`src/rtl/source_tokenizer_macros.svh`:
```
// source_tokenizer_macros.svh: assertion macros for the tokenizer rtl
// expects clk_i and rst_ni in the scope where a macro is used
`ifndef SOURCE_TOKENIZER_MACROS_SVH
`define SOURCE_TOKENIZER_MACROS_SVH

// clocked assertion, off while reset is asserted
`define STOK_ASSERT(lbl, prop, msg) \
  lbl: assert property (@(posedge clk_i) disable iff (!rst_ni) prop) else $error(msg);

// condition that must never be seen at a clock edge
`define STOK_NEVER(lbl, cond, msg) \
  `STOK_ASSERT(lbl, !(cond), msg)

`endif

```
`src/rtl/stok_pkg.sv`:
```
// stok_pkg: types, token kinds, character codes and keyword tables of the tokenizer
// no dependencies
`default_nettype none

package stok_pkg;

  typedef enum logic [2:0] {
    MODE_IDLE,
    MODE_NUMBER,
    MODE_IDENT,
    MODE_STRING,
    MODE_OPER,
    MODE_SKIP
  } scan_mode_e;

  typedef struct packed {
    logic [4:0]  kind;
    logic [15:0] start;
    logic [15:0] length;
    logic        last;
  } tok_t;

  localparam logic [4:0] KIND_NUMBER       = 5'd0;
  localparam logic [4:0] KIND_STRING       = 5'd1;
  localparam logic [4:0] KIND_IDENT        = 5'd2;
  localparam logic [4:0] KIND_KEYWORD0     = 5'd3;
  localparam logic [4:0] KIND_LPAREN       = 5'd9;
  localparam logic [4:0] KIND_RPAREN       = 5'd10;
  localparam logic [4:0] KIND_ADD          = 5'd11;
  localparam logic [4:0] KIND_SUB          = 5'd12;
  localparam logic [4:0] KIND_DIV          = 5'd13;
  localparam logic [4:0] KIND_MUL          = 5'd14;
  localparam logic [4:0] KIND_OPER0        = 5'd15;
  localparam logic [4:0] KIND_UNEXPECTED   = 5'd23;
  localparam logic [4:0] KIND_UNTERMINATED = 5'd24;

  localparam logic [7:0] CH_SPACE      = 8'h20;
  localparam logic [7:0] CH_TAB        = 8'h09;
  localparam logic [7:0] CH_CR         = 8'h0D;
  localparam logic [7:0] CH_LF         = 8'h0A;
  localparam logic [7:0] CH_QUOTE      = 8'h22;
  localparam logic [7:0] CH_UNDERSCORE = 8'h5F;
  localparam logic [7:0] CH_EQUAL      = 8'h3D;
  localparam logic [7:0] CH_LESS       = 8'h3C;
  localparam logic [7:0] CH_GREATER    = 8'h3E;
  localparam logic [7:0] CH_BANG       = 8'h21;
  localparam logic [7:0] CH_LPAREN     = 8'h28;
  localparam logic [7:0] CH_RPAREN     = 8'h29;
  localparam logic [7:0] CH_PLUS       = 8'h2B;
  localparam logic [7:0] CH_MINUS      = 8'h2D;
  localparam logic [7:0] CH_SLASH      = 8'h2F;
  localparam logic [7:0] CH_STAR       = 8'h2A;

  localparam int unsigned NUM_KW = 6;
  localparam logic [5:0] KW_ALL  = 6'h3F;

  // keyword text, right aligned, first character in the highest used byte
  localparam logic [39:0] KW_TEXT [NUM_KW] = '{
    40'("def"), 40'("var"), 40'("true"), 40'("false"), 40'("if"), 40'("else")
  };
  localparam logic [2:0] KW_LEN [NUM_KW] = '{3'd3, 3'd3, 3'd4, 3'd5, 3'd2, 3'd4};

  function automatic logic is_digit(logic [7:0] c);
    return (c >= 8'h30) && (c <= 8'h39);
  endfunction

  function automatic logic is_letter(logic [7:0] c);
    return ((c >= 8'h61) && (c <= 8'h7A)) || ((c >= 8'h41) && (c <= 8'h5A));
  endfunction

  // character j of keyword k, j below the keyword length
  function automatic logic [7:0] kw_char(logic [2:0] k, logic [2:0] j);
    logic [39:0] txt;
    int          sh;
    txt = KW_TEXT[k];
    sh  = 8 * (int'(KW_LEN[k]) - 1 - int'(j));
    if (sh < 0) begin
      return 8'h00;
    end
    return txt[sh +: 8];
  endfunction

endpackage

`default_nettype wire

```
`src/rtl/source_tokenizer.sv`:
```
// source_tokenizer: streaming lexer top level, byte in, tokens out
// depends on stok_pkg, stok_step and source_tokenizer_macros.svh
`default_nettype none

// Streaming lexer. Source bytes arrive one word at a time with an end-of-source
// flag on the final byte; tokens leave as (kind, start offset, length), and the
// host slices the literal text from its own copy of the source. Recognized are
// decimal numbers, identifiers, the keywords def var true false if else,
// double-quoted strings without escapes (empty allowed, offsets exclude the
// quotes), single-character operators and the comparisons <= >= != ==.
// Whitespace is skipped. An unexpected byte gives an error token, then the
// rest of the source is dropped silently; a string left open at end of source
// gives an unterminated-string token. last_of_run_o marks the final token a
// given byte produced. After the end-of-source byte the scanner restarts at
// offset 0. Offsets and lengths saturate at 2^POSITION_BITS-1 and then at 65535
// on the ports.
// Throughput is one byte per cycle while out_ready_i holds high. A byte that
// closes one token and opens or closes another yields two tokens; the
// two-entry result buffer drains one token per cycle, so such a byte holds up
// the next byte while the buffer drains. A byte passes an input register, then
// the scanner logic writes its tokens to the result buffer. No stall after reset.

module source_tokenizer #(
  parameter int unsigned POSITION_BITS = 16
) (
  input  logic        clk_i,
  input  logic        rst_ni,
  input  logic        in_valid_i,
  output logic        in_ready_o,
  input  logic [7:0]  data_byte_i,
  input  logic        end_of_source_i,
  output logic        out_valid_o,
  input  logic        out_ready_i,
  output logic [4:0]  token_kind_o,
  output logic [15:0] token_start_o,
  output logic [15:0] token_length_o,
  output logic        last_of_run_o
);
  import stok_pkg::*;

  localparam int unsigned PB = POSITION_BITS;

  // input register
  logic       in_vld_q;
  logic [7:0] data_q;
  logic       eos_q;

  // scanner state
  scan_mode_e    mode_q, mode_d;
  logic [1:0]    pend_q, pend_d;
  logic [PB-1:0] start_q, start_d;
  logic [PB-1:0] runlen_q, runlen_d;
  logic [PB-1:0] pos_q, pos_d;
  logic [5:0]    kwc_q, kwc_d;

  // two-entry result buffer, res0_q is the head shown on the ports
  tok_t       res0_q, res1_q;
  logic [1:0] ocnt_q;

  logic [1:0] step_cnt;
  tok_t       step_r0, step_r1;
  logic       room;
  logic       adv;
  logic       pop;

  // the buffer must be empty once the head goes out this cycle
  assign room = (ocnt_q == 2'd0) || ((ocnt_q == 2'd1) && out_ready_i);
  assign adv  = in_vld_q && room;
  assign pop  = out_valid_o && out_ready_i;

  assign in_ready_o = !in_vld_q || adv;

  always_ff @(posedge clk_i or negedge rst_ni) begin
    if (!rst_ni) begin
      in_vld_q <= 1'b0;
    end else if (in_valid_i && in_ready_o) begin
      in_vld_q <= 1'b1;
    end else if (adv) begin
      in_vld_q <= 1'b0;
    end
  end

  always_ff @(posedge clk_i) begin
    if (in_valid_i && in_ready_o) begin
      data_q <= data_byte_i;
      eos_q  <= end_of_source_i;
    end
  end

  stok_step #(
    .PB (PB)
  ) u_step (
    .mode_i    (mode_q),
    .pend_i    (pend_q),
    .start_i   (start_q),
    .runlen_i  (runlen_q),
    .pos_i     (pos_q),
    .kwc_i     (kwc_q),
    .data_i    (data_q),
    .eos_i     (eos_q),
    .mode_o    (mode_d),
    .pend_o    (pend_d),
    .start_o   (start_d),
    .runlen_o  (runlen_d),
    .pos_o     (pos_d),
    .kwc_o     (kwc_d),
    .res_cnt_o (step_cnt),
    .res0_o    (step_r0),
    .res1_o    (step_r1)
  );

  // scanner state moves only when a byte is consumed
  always_ff @(posedge clk_i or negedge rst_ni) begin
    if (!rst_ni) begin
      mode_q   <= MODE_IDLE;
      pend_q   <= '0;
      start_q  <= '0;
      runlen_q <= '0;
      pos_q    <= '0;
      kwc_q    <= KW_ALL;
    end else if (adv) begin
      mode_q   <= mode_d;
      pend_q   <= pend_d;
      start_q  <= start_d;
      runlen_q <= runlen_d;
      pos_q    <= pos_d;
      kwc_q    <= kwc_d;
    end
  end

  // result buffer count
  always_ff @(posedge clk_i or negedge rst_ni) begin
    if (!rst_ni) begin
      ocnt_q <= 2'd0;
    end else if (adv) begin
      ocnt_q <= step_cnt;
    end else if (pop) begin
      ocnt_q <= ocnt_q - 2'd1;
    end
  end

  // result buffer payload: a new pair always lands in an empty buffer
  always_ff @(posedge clk_i) begin
    if (adv) begin
      res0_q <= step_r0;
      res1_q <= step_r1;
    end else if (pop && (ocnt_q == 2'd2)) begin
      res0_q <= res1_q;
    end
  end

  assign out_valid_o    = (ocnt_q != 2'd0);
  assign token_kind_o   = res0_q.kind;
  assign token_start_o  = res0_q.start;
  assign token_length_o = res0_q.length;
  assign last_of_run_o  = res0_q.last;

  `include "source_tokenizer_macros.svh"

  // a byte is only consumed when its tokens fit
  `STOK_NEVER(a_no_overrun, adv && (ocnt_q == 2'd2), "byte consumed into a full result buffer")
  // two buffered tokens come from one byte, so the head is never the last
  `STOK_ASSERT(a_pair_order, (ocnt_q == 2'd2) |-> !res0_q.last, "head of a pair marked last")
  // end of source restarts the offset count
  `STOK_ASSERT(a_eos_restart, (adv && eos_q) |=> (pos_q == '0), "offset not cleared after end")
  // the final buffered token always closes its byte's run
  `STOK_ASSERT(a_tail_last, (ocnt_q == 2'd1) |-> res0_q.last, "single token not marked last")

endmodule

`default_nettype wire

```
`src/rtl/stok_step.sv`:
```
// stok_step: next scanner state and up to two tokens for one source byte
// depends on stok_pkg
`default_nettype none

module stok_step #(
  parameter int unsigned PB = 16
) (
  input  stok_pkg::scan_mode_e mode_i,
  input  logic [1:0]           pend_i,
  input  logic [PB-1:0]        start_i,
  input  logic [PB-1:0]        runlen_i,
  input  logic [PB-1:0]        pos_i,
  input  logic [5:0]           kwc_i,
  input  logic [7:0]           data_i,
  input  logic                 eos_i,
  output stok_pkg::scan_mode_e mode_o,
  output logic [1:0]           pend_o,
  output logic [PB-1:0]        start_o,
  output logic [PB-1:0]        runlen_o,
  output logic [PB-1:0]        pos_o,
  output logic [5:0]           kwc_o,
  output logic [1:0]           res_cnt_o,
  output stok_pkg::tok_t       res0_o,
  output stok_pkg::tok_t       res1_o
);
  import stok_pkg::*;

  localparam int unsigned EW = (PB > 16) ? PB : 16;

  function automatic logic [PB-1:0] sat_inc(logic [PB-1:0] v);
    return (v == {PB{1'b1}}) ? v : v + PB'(1);
  endfunction

  function automatic logic [15:0] sat16(logic [PB-1:0] v);
    logic [EW-1:0] ve;
    ve = EW'(v);
    return (ve > EW'(16'hFFFF)) ? 16'hFFFF : ve[15:0];
  endfunction

  function automatic tok_t mk(logic [4:0] kind, logic [PB-1:0] st, logic [PB-1:0] len);
    tok_t t;
    t.kind   = kind;
    t.start  = sat16(st);
    t.length = sat16(len);
    t.last   = 1'b0;
    return t;
  endfunction

  function automatic logic [5:0] kw_filter(logic [5:0] mask, logic [PB-1:0] idx,
                                           logic [7:0] c);
    logic [5:0] keep;
    keep = '0;
    for (int i = 0; i < NUM_KW; i++) begin
      keep[i] = mask[i] && (idx < PB'(KW_LEN[i])) && (kw_char(3'(i), idx[2:0]) == c);
    end
    return keep;
  endfunction

  // first surviving keyword whose length matches wins
  function automatic logic [4:0] ident_kind(logic [5:0] mask, logic [PB-1:0] len);
    logic [4:0] kind;
    kind = KIND_IDENT;
    for (int i = NUM_KW - 1; i >= 0; i--) begin
      if (mask[i] && (len == PB'(KW_LEN[i]))) begin
        kind = KIND_KEYWORD0 + 5'(i);
      end
    end
    return kind;
  endfunction

  function automatic logic [4:0] oper_kind(logic [1:0] pend, logic with_eq);
    return KIND_OPER0 + {2'b00, pend, with_eq};
  endfunction

  scan_mode_e    mode;
  logic [1:0]    pend;
  logic [PB-1:0] st, rl, pos_n;
  logic [5:0]    kw;
  logic          fresh;
  logic          va, vb, ve;
  tok_t          ea, eb, ee;
  logic [1:0]    cnt;
  tok_t          r0, r1;

  always_comb begin
    mode  = mode_i;
    pend  = pend_i;
    st    = start_i;
    rl    = runlen_i;
    kw    = kwc_i;
    pos_n = pos_i;
    fresh = 1'b0;
    va    = 1'b0;
    vb    = 1'b0;
    ve    = 1'b0;
    ea    = '0;
    eb    = '0;
    ee    = '0;

    // continue the open token
    unique case (mode_i)
      MODE_SKIP: begin
      end
      MODE_STRING: begin
        if (data_i == CH_QUOTE) begin
          va   = 1'b1;
          ea   = mk(KIND_STRING, start_i, runlen_i);
          mode = MODE_IDLE;
        end else begin
          rl = sat_inc(runlen_i);
        end
      end
      MODE_NUMBER: begin
        if (is_digit(data_i)) begin
          rl = sat_inc(runlen_i);
        end else begin
          va    = 1'b1;
          ea    = mk(KIND_NUMBER, start_i, runlen_i);
          fresh = 1'b1;
        end
      end
      MODE_IDENT: begin
        if (is_letter(data_i) || is_digit(data_i) || (data_i == CH_UNDERSCORE)) begin
          kw = kw_filter(kwc_i, runlen_i, data_i);
          rl = sat_inc(runlen_i);
        end else begin
          va    = 1'b1;
          ea    = mk(ident_kind(kwc_i, runlen_i), start_i, runlen_i);
          fresh = 1'b1;
        end
      end
      MODE_OPER: begin
        if (data_i == CH_EQUAL) begin
          va   = 1'b1;
          ea   = mk(oper_kind(pend_i, 1'b1), start_i, PB'(2));
          mode = MODE_IDLE;
        end else begin
          va    = 1'b1;
          ea    = mk(oper_kind(pend_i, 1'b0), start_i, PB'(1));
          fresh = 1'b1;
        end
      end
      default: begin
        fresh = 1'b1;
      end
    endcase

    // byte starts a new token
    if (fresh) begin
      mode = MODE_IDLE;
      if (is_digit(data_i)) begin
        mode = MODE_NUMBER;
        st   = pos_i;
        rl   = PB'(1);
      end else if (is_letter(data_i)) begin
        mode = MODE_IDENT;
        st   = pos_i;
        kw   = kw_filter(KW_ALL, '0, data_i);
        rl   = PB'(1);
      end else begin
        case (data_i) inside
          CH_LESS: begin
            mode = MODE_OPER;
            pend = 2'd0;
            st   = pos_i;
          end
          CH_GREATER: begin
            mode = MODE_OPER;
            pend = 2'd1;
            st   = pos_i;
          end
          CH_BANG: begin
            mode = MODE_OPER;
            pend = 2'd2;
            st   = pos_i;
          end
          CH_EQUAL: begin
            mode = MODE_OPER;
            pend = 2'd3;
            st   = pos_i;
          end
          CH_SPACE, CH_TAB, CH_CR, CH_LF: begin
          end
          CH_QUOTE: begin
            mode = MODE_STRING;
            st   = sat_inc(pos_i);
            rl   = '0;
          end
          CH_LPAREN: begin
            vb = 1'b1;
            eb = mk(KIND_LPAREN, pos_i, PB'(1));
          end
          CH_RPAREN: begin
            vb = 1'b1;
            eb = mk(KIND_RPAREN, pos_i, PB'(1));
          end
          CH_PLUS: begin
            vb = 1'b1;
            eb = mk(KIND_ADD, pos_i, PB'(1));
          end
          CH_MINUS: begin
            vb = 1'b1;
            eb = mk(KIND_SUB, pos_i, PB'(1));
          end
          CH_SLASH: begin
            vb = 1'b1;
            eb = mk(KIND_DIV, pos_i, PB'(1));
          end
          CH_STAR: begin
            vb = 1'b1;
            eb = mk(KIND_MUL, pos_i, PB'(1));
          end
          default: begin
            vb   = 1'b1;
            eb   = mk(KIND_UNEXPECTED, pos_i, PB'(1));
            mode = MODE_SKIP;
          end
        endcase
      end
    end

    // end of source flushes the open token and restarts the scanner
    if (eos_i) begin
      unique case (mode)
        MODE_NUMBER: begin
          ve = 1'b1;
          ee = mk(KIND_NUMBER, st, rl);
        end
        MODE_IDENT: begin
          ve = 1'b1;
          ee = mk(ident_kind(kw, rl), st, rl);
        end
        MODE_STRING: begin
          ve = 1'b1;
          ee = mk(KIND_UNTERMINATED, st, rl);
        end
        MODE_OPER: begin
          ve = 1'b1;
          ee = mk(oper_kind(pend, 1'b0), st, PB'(1));
        end
        default: begin
        end
      endcase
      mode  = MODE_IDLE;
      pend  = '0;
      st    = '0;
      rl    = '0;
      kw    = KW_ALL;
      pos_n = '0;
    end else begin
      pos_n = sat_inc(pos_i);
    end
  end

  // pack the emitted tokens in order, at most two
  always_comb begin
    r0 = va ? ea : (vb ? eb : ee);
    r1 = (va && vb) ? eb : ee;
    if ((va && vb) || (va && ve) || (vb && ve)) begin
      cnt = 2'd2;
    end else if (va || vb || ve) begin
      cnt = 2'd1;
    end else begin
      cnt = 2'd0;
    end
    r0.last = (cnt == 2'd1);
    r1.last = 1'b1;
  end

  assign mode_o    = mode;
  assign pend_o    = pend;
  assign start_o   = st;
  assign runlen_o  = rl;
  assign pos_o     = pos_n;
  assign kwc_o     = kw;
  assign res_cnt_o = cnt;
  assign res0_o    = r0;
  assign res1_o    = r1;

endmodule

`default_nettype wire

```
`config.mk`:
```
export PLATFORM = sky130hd
export DESIGN_NAME = source_tokenizer
export DESIGN_NICKNAME = d
export VERILOG_FILES = /design/src/rtl/stok_pkg.sv /design/src/rtl/source_tokenizer.sv /design/src/rtl/stok_step.sv
export VERILOG_INCLUDE_DIRS = /design/src /design/src/rtl
export SDC_FILE = /design/constraint.sdc
export NUM_CORES = 1
export LEC_CHECK = 0
export BUFFER_PORTS_ARGS = -buffer_cell sky130_fd_sc_hd__buf_2
export CAP_MARGIN = 20
export CELL_PAD_IN_SITES_DETAIL_PLACEMENT = 0
export CELL_PAD_IN_SITES_GLOBAL_PLACEMENT = 2
export CORE_AREA = 2 2 158 160
export CTS_CLUSTER_DIAMETER = 40
export DETAILED_ROUTE_END_ITERATION = 10
export DIE_AREA = 0 0 160 162
export PLACE_DENSITY = 0.89
export SKIP_CTS_REPAIR_TIMING = 1
export SYNTH_ARGS = -nofsm -noshare
export SYNTH_HDL_FRONTEND = slang
export SYNTH_HIERARCHICAL = 1
export SYNTH_SLANG_ARGS = --single-unit
```
`constraint.sdc`:
```
create_clock -name clk_i -period 7.5 [get_ports clk_i]
set_clock_uncertainty 0.15 [all_clocks]
set_input_delay 0.75 -clock clk_i [delete_from_list [all_inputs] [get_ports clk_i]]
set_output_delay 0.75 -clock clk_i [all_outputs]
set_load 0.005 [all_outputs]
```
# After elaboration in Yosys (flattened, before gate mapping)
# Cells that the tools add are included.
# Widths: inputs -> output; s select.
# totals
ff_bits,146
out_inout_bits,40
elab_cells,316
# op_classes
addsub,10
n_lt_le_gt_ge,19
eq_ne,50
shift,6
mux,161
n_reduce_logical,53
# op_table
op,count
$mux 38,22
$mux 16,31
$pmux 38 s4,2
$shiftx 40x32->8 const A,6
$mux 8,22
$lt 32x1->1 const B,4
$eq 8x6->1 const B,12
$gt 16x16->1 const B,5
$eq 16x2->1 const B,4
$eq 16x3->1 const B,4
$mux 3,18
$eq 7x8->1 const A,6
$eq 8x8->1,6
$mux 4,12
$pmux 16 s3,1
$mux 37,1
$mux 6,6
$logic_and 1x1->1,35
$mux 34,1
$mux 33,1
$add 16x1->16 const B,2
$eq 16x16->1 const B,2
$lt 16x2->1 const B,2
$lt 16x3->1 const B,2
26 further kinds,92

# Longest topological paths before layout
# logic_depth
depth_word,29
mapped_depth,17
mapped_depth_nobuf,13

# Cells and area by module
# The synthesis kept the hierarchy.
# by_module_without_submodules
mod,instances,cells_each,area_each_um2,seq_area_each_um2
source_tokenizer,1,274,5884.4,4111.4
stok_step,1,804,4636.9,0.0

# Least setup slack after synthesis
# No wires, ideal clock.
# synth_path
path_type,reg-to-reg
startpoint,register runlen_q[2]
endpoint,"register res0_q (netlist bit token_kind_o[2]), data pin"
arrival_ns,3.481
required_ns,7.090
setup_slack_ns,3.609
stages_incl_launch_ff,17
period_less_slack_ns,3.891
cell_sequence,dfrtp_1 -> clkbuf_1 -> inv_1 -> clkbuf_1 -> ha_1 -> clkbuf_1 -> or2_2 -> clkbuf_1 -> a311oi_1 -> a41o_1 -> o2111ai_1 -> o41ai_1 -> a31oi_1 -> nor3b_1 -> or4_1 -> o311ai_1 -> mux2_4
# synth_rtl
item,line_no,text
start: declaration,source_tokenizer.sv:52,"logic [PB-1:0] runlen_q, runlen_d;"
start signal: assignment,source_tokenizer.sv:125,runlen_q <= runlen_d;
end signal: assignment,source_tokenizer.sv:145,res0_q <= step_r0;
end signal: assignment,source_tokenizer.sv:148,res0_q <= res1_q;
end: declaration,source_tokenizer.sv:57,"tok_t res0_q, res1_q;"

==> metrics <==
status=completed; Slowest cell on crit path=edfxtp_1; vias in the first global route=8007; worst r2r dst=token_length_o[0]$_DFFE_PP_; Inserted Diodes=0; Initial DRC Count=about 670; WL/cell=20.28 µm; CP max stage delay=about 0.72 ns; CTS tree=yes; RSZ-0062 raised after global routing=no; CP Buf/Inv Count=0; syn_area_per_cell=around 9.8 µm²; Routed Antenna Nets=0; Worst Max-Slew Pin Slew=~1.1 ns; Final Hold Viols=0; leak pwr=4.801 nW; CP endpoint kind=flip-flop; r2r worst-path depth=11; Layout area overhead=8.871%; share of layout cells above drive strength 1=20.93%; fin crit share=roughly 68%; Fmax=just under 0.2 GHz; setup_tns=0 ns; core area=between 20000 and 25000 µm²; CP Cell Sequence=or4_4 -> o22ai_1 -> a311o_1 -> a21o_1 -> a311o_1 -> a211o_1 -> nand2_2 -> o21ai_1 -> a21oi_1 -> a221o_1 -> mux2_4; sequential share of the synthesized area=a little under 40%; CP delay by family, top=compound AO/OA/AOI/OAI gates; HP Start=data_byte_i[2]; hold crit path type=in2reg; gpl congestion=0.8948; CP startpoint kind=flip-flop; Critical Path Fanout Max=25; R2R Path Start=data_q[0]$_DFFE_PP_; Clk Latency, worst-skew pair=around 0.43 ns; I/O Buffers=52; CTS Buf Count=17; MaxCap Viol Count=0; CP most frequent cell=a311o_1; Yosys Warn Count=6; H-tree levels=4; Initial Util=~44%; hold_ws=0.3467 ns; Post-synth top flop=edfxtp_1; final net count=between 1000 and 1500; HPWL Detailed=around 19000 µm; Final Slew Violations=0; largest net degree at the start of global routing=between 60 and 70; clock transition at the registers of the reported paths=approximately 0.070 ns; WP data required=~7.5 ns; row count=between 50 and 60; number of flops mapped to enable cells by yosys=85; clk buf depth=2; final wirelength=between 20000 and 30000 µm; router iterations before antenna repair=7; Peak VDD IR=0.4063 mV; # clock sinks=147; DIE AREA=about 26000 µm²; overall routing resource usage=between 20 and 25%; # IOs=53; Syn Inst Count=1078; first-pass GRT wire length=roughly 46000 µm; asr flop ratio synth=roughly 42%; min Tclk post-route=5.075 ns; initial antenna violation count=0; Hold Path End=data_q[2]$_DFFE_PP_; # DRC=0; library cells used by synthesis=around 90; Arr. time, crit path=~5.1 ns; via count=8491; Slew Limit Headroom=25.91%; Yosys reg bits=approximately 150; Via density=~6.0; reg-to-reg slack, setup=2.43 ns; Hold Path Depth=1; Syn Nets=~1100; Final setup violation count=0; Crit path depth=11; synthesized area=between 10000 and 15000 µm²; pwr dens=386.1 nW/µm²; gr ovfl total=0; die span in x=160 µm; Crit Path Class=reg2reg; Die Y=between 150 and 200 µm; clock root buffer=clkbuf_16
[worst max-delay path by stage]
stage / slack [ns] / start / end
floorplan: 3.61 / runlen_q[2]$_DFFE_PN0P_ / token_kind_o[2]$_DFFE_PP_
global placement: 2.59 / data_q[0]$_DFFE_PP_ / token_length_o[0]$_DFFE_PP_
detailed placement: 2.49 / data_q[0]$_DFFE_PP_ / token_length_o[0]$_DFFE_PP_
CTS: 2.47 / data_q[0]$_DFFE_PP_ / token_length_o[0]$_DFFE_PP_
global route: 2.06 / data_q[0]$_DFFE_PP_ / token_length_o[0]$_DFFE_PP_
finish: 2.43 / data_q[0]$_DFFE_PP_ / token_length_o[0]$_DFFE_PP_
[cells by family after synthesis]
| logic type | Yosys count | share of synthesized area (%) |
|---|---|---|
| and+or+nand+nor | 410 | 19.09 |
| muxes | 104 | 14.22 |
| AOI/OAI and AO/OA | 260 | 17.41 |
| adders and majority gates | 15 | 1.784 |
| DFF | 147 | 39.08 |
| xor gates and xnor gates | 31 | 2.581 |
| other | 1 | 0.03564 |
| buffers and inverters | 110 | 5.803 |
[flip-flops by register name (all words and copies together) (netlist names)]
signal / count
res1_q: 38
pos_q: 16
runlen_q: 16
start_q: 16
token_length_o: 16
token_start_o: 16
data_q: 8
kwc_q: 6
token_kind_o: 5
mode_q: 3
ocnt_q: 2
pend_q: 2
eos_q: 1
in_vld_q: 1
last_of_run_o: 1
[where the power goes]
group | switching [W] | internal (W) | total, W
logic | 0.00120 | 0.000829 | 0.00203
clock network | 0.000395 | 0.000576 | 0.000971
registers | 0.000160 | 0.00126 | 0.00142
[worst register-to-register path, stage by stage, from the launching register on]
cell	delay (ns)
edfxtp_1	0.72
or4_4	0.67
o22ai_1	0.19
a311o_1	0.28
a21o_1	0.67
a311o_1	0.39
a211o_1	0.49
nand2_2	0.37
o21ai_1	0.22
a21oi_1	0.09
a221o_1	0.31
mux2_4	0.27
[stage by stage]
stage | util (%) | instance area, µm² | std cells | total power, W | worst slack, ns
6_report | 47.52 | 11450 | 1418 | 0.004422 | 2.425
5_1_grt | 47.52 | 11450 | 1418 | 0.004681 | 2.062
4_1_cts | 47.52 | 11450 | 1418 | 0.004441 | 2.469
3_5_place_dp | 44.78 | 10800 | 1386 | 0.003463 | 2.494
3_3_place_gp | 44.78 | 10800 | 1386 | 0.003425 | 2.586
2_1_floorplan | - | 10520 | 1078 | 0.003025 | 3.609
[final cells by class]
cell class                 instances  area [µm²]
sequential                       147        4111
fill                            2350       12650
clock inverter                    15       234.0
clock buffer                      17       425.4
timing repair buffer              66       365.4
inverter                          28       105.1
multi-input combinational        821        5808
tap                              324       405.4
[metal layers]
metal  up-vias  routed length (µm)  track usage, %
met5         -                   0               0
met4         0                 367           5.242
met3        29                1972           3.652
met2       321               12530           33.22
met1      4141               13890           34.08
li1       4000                   -               -
[synthesized netlist by cell type (all sizes together), types with 4 or more instances]
| master | instances | area [µm²] |
|---|---|---|
| nor4b | 4 | 41.29 |
| and2 | 14 | 87.58 |
| nor3 | 29 | 150.1 |
| dfrtp | 56 | 1401 |
| clkbuf | 48 | 180.2 |
| nor2b | 8 | 50.05 |
| nand2 | 102 | 385.4 |
| mux2 | 100 | 1456 |
| or3 | 4 | 25.02 |
| o311ai | 4 | 35.04 |
| xnor2 | 16 | 140.1 |
| and3 | 15 | 93.84 |
| o22ai | 12 | 75.07 |
| a22o | 11 | 96.34 |
| mux2i | 4 | 40.04 |
| o32ai | 5 | 43.79 |
| a221oi | 8 | 70.07 |
| or2 | 6 | 37.54 |
| edfxtp | 85 | 2552 |
| dfstp | 6 | 157.7 |
| inv | 27 | 101.4 |
| nand2b | 17 | 113.9 |
| nor2 | 128 | 485.5 |
| nor4 | 14 | 87.58 |
| o21ai | 55 | 275.3 |
| a21o | 27 | 202.7 |
| nand3 | 33 | 165.2 |
| a31o | 4 | 35.04 |
| buf | 34 | 325.3 |
| a22oi | 9 | 67.56 |
| a311oi | 6 | 52.55 |
| o211ai | 11 | 87.58 |
| or4 | 7 | 56.30 |
| ha | 15 | 187.7 |
| a31oi | 15 | 93.84 |
| a21oi | 46 | 241.5 |
| o31ai | 6 | 45.04 |
| xor2 | 15 | 131.4 |
| a211oi | 4 | 35.03 |
| nand4 | 14 | 87.58 |
[layout by cell type (no fill, tap or decap), types with 6 or more instances in the layout]
cell type | Yosys | final
a221oi_1 | 8 | 8
nand3_1 | 33 | 33
a311oi_1 | 6 | 6
a22o_1 | 11 | 11
buf_4 | 4 | 14
a22oi_1 | 9 | 9
inv_1 | 27 | 27
buf_2 | 14 | 52
mux2_4 | 88 | 88
nor2b_1 | 8 | 8
o22ai_1 | 12 | 12
and3_1 | 15 | 15
xor2_1 | 15 | 15
edfxtp_1 | 85 | 85
mux2_2 | 12 | 12
or4_1 | 6 | 6
nor2_1 | 126 | 126
and2_1 | 14 | 14
o21ai_0 | 42 | 42
dfstp_2 | 6 | 6
o211ai_1 | 10 | 10
xnor2_1 | 16 | 16
nand2b_1 | 16 | 16
ha_1 | 15 | 15
a21oi_1 | 43 | 43
nand2_1 | 101 | 100
a21o_1 | 27 | 27
a31oi_1 | 15 | 15
nor4_1 | 14 | 13
clkbuf_16 | 0 | 17
dfrtp_1 | 56 | 56
o21ai_1 | 13 | 13
nand4_1 | 14 | 14
nor3_1 | 28 | 28
o31ai_1 | 6 | 6
No activity file was read; power rests on OpenSTA's default activity.
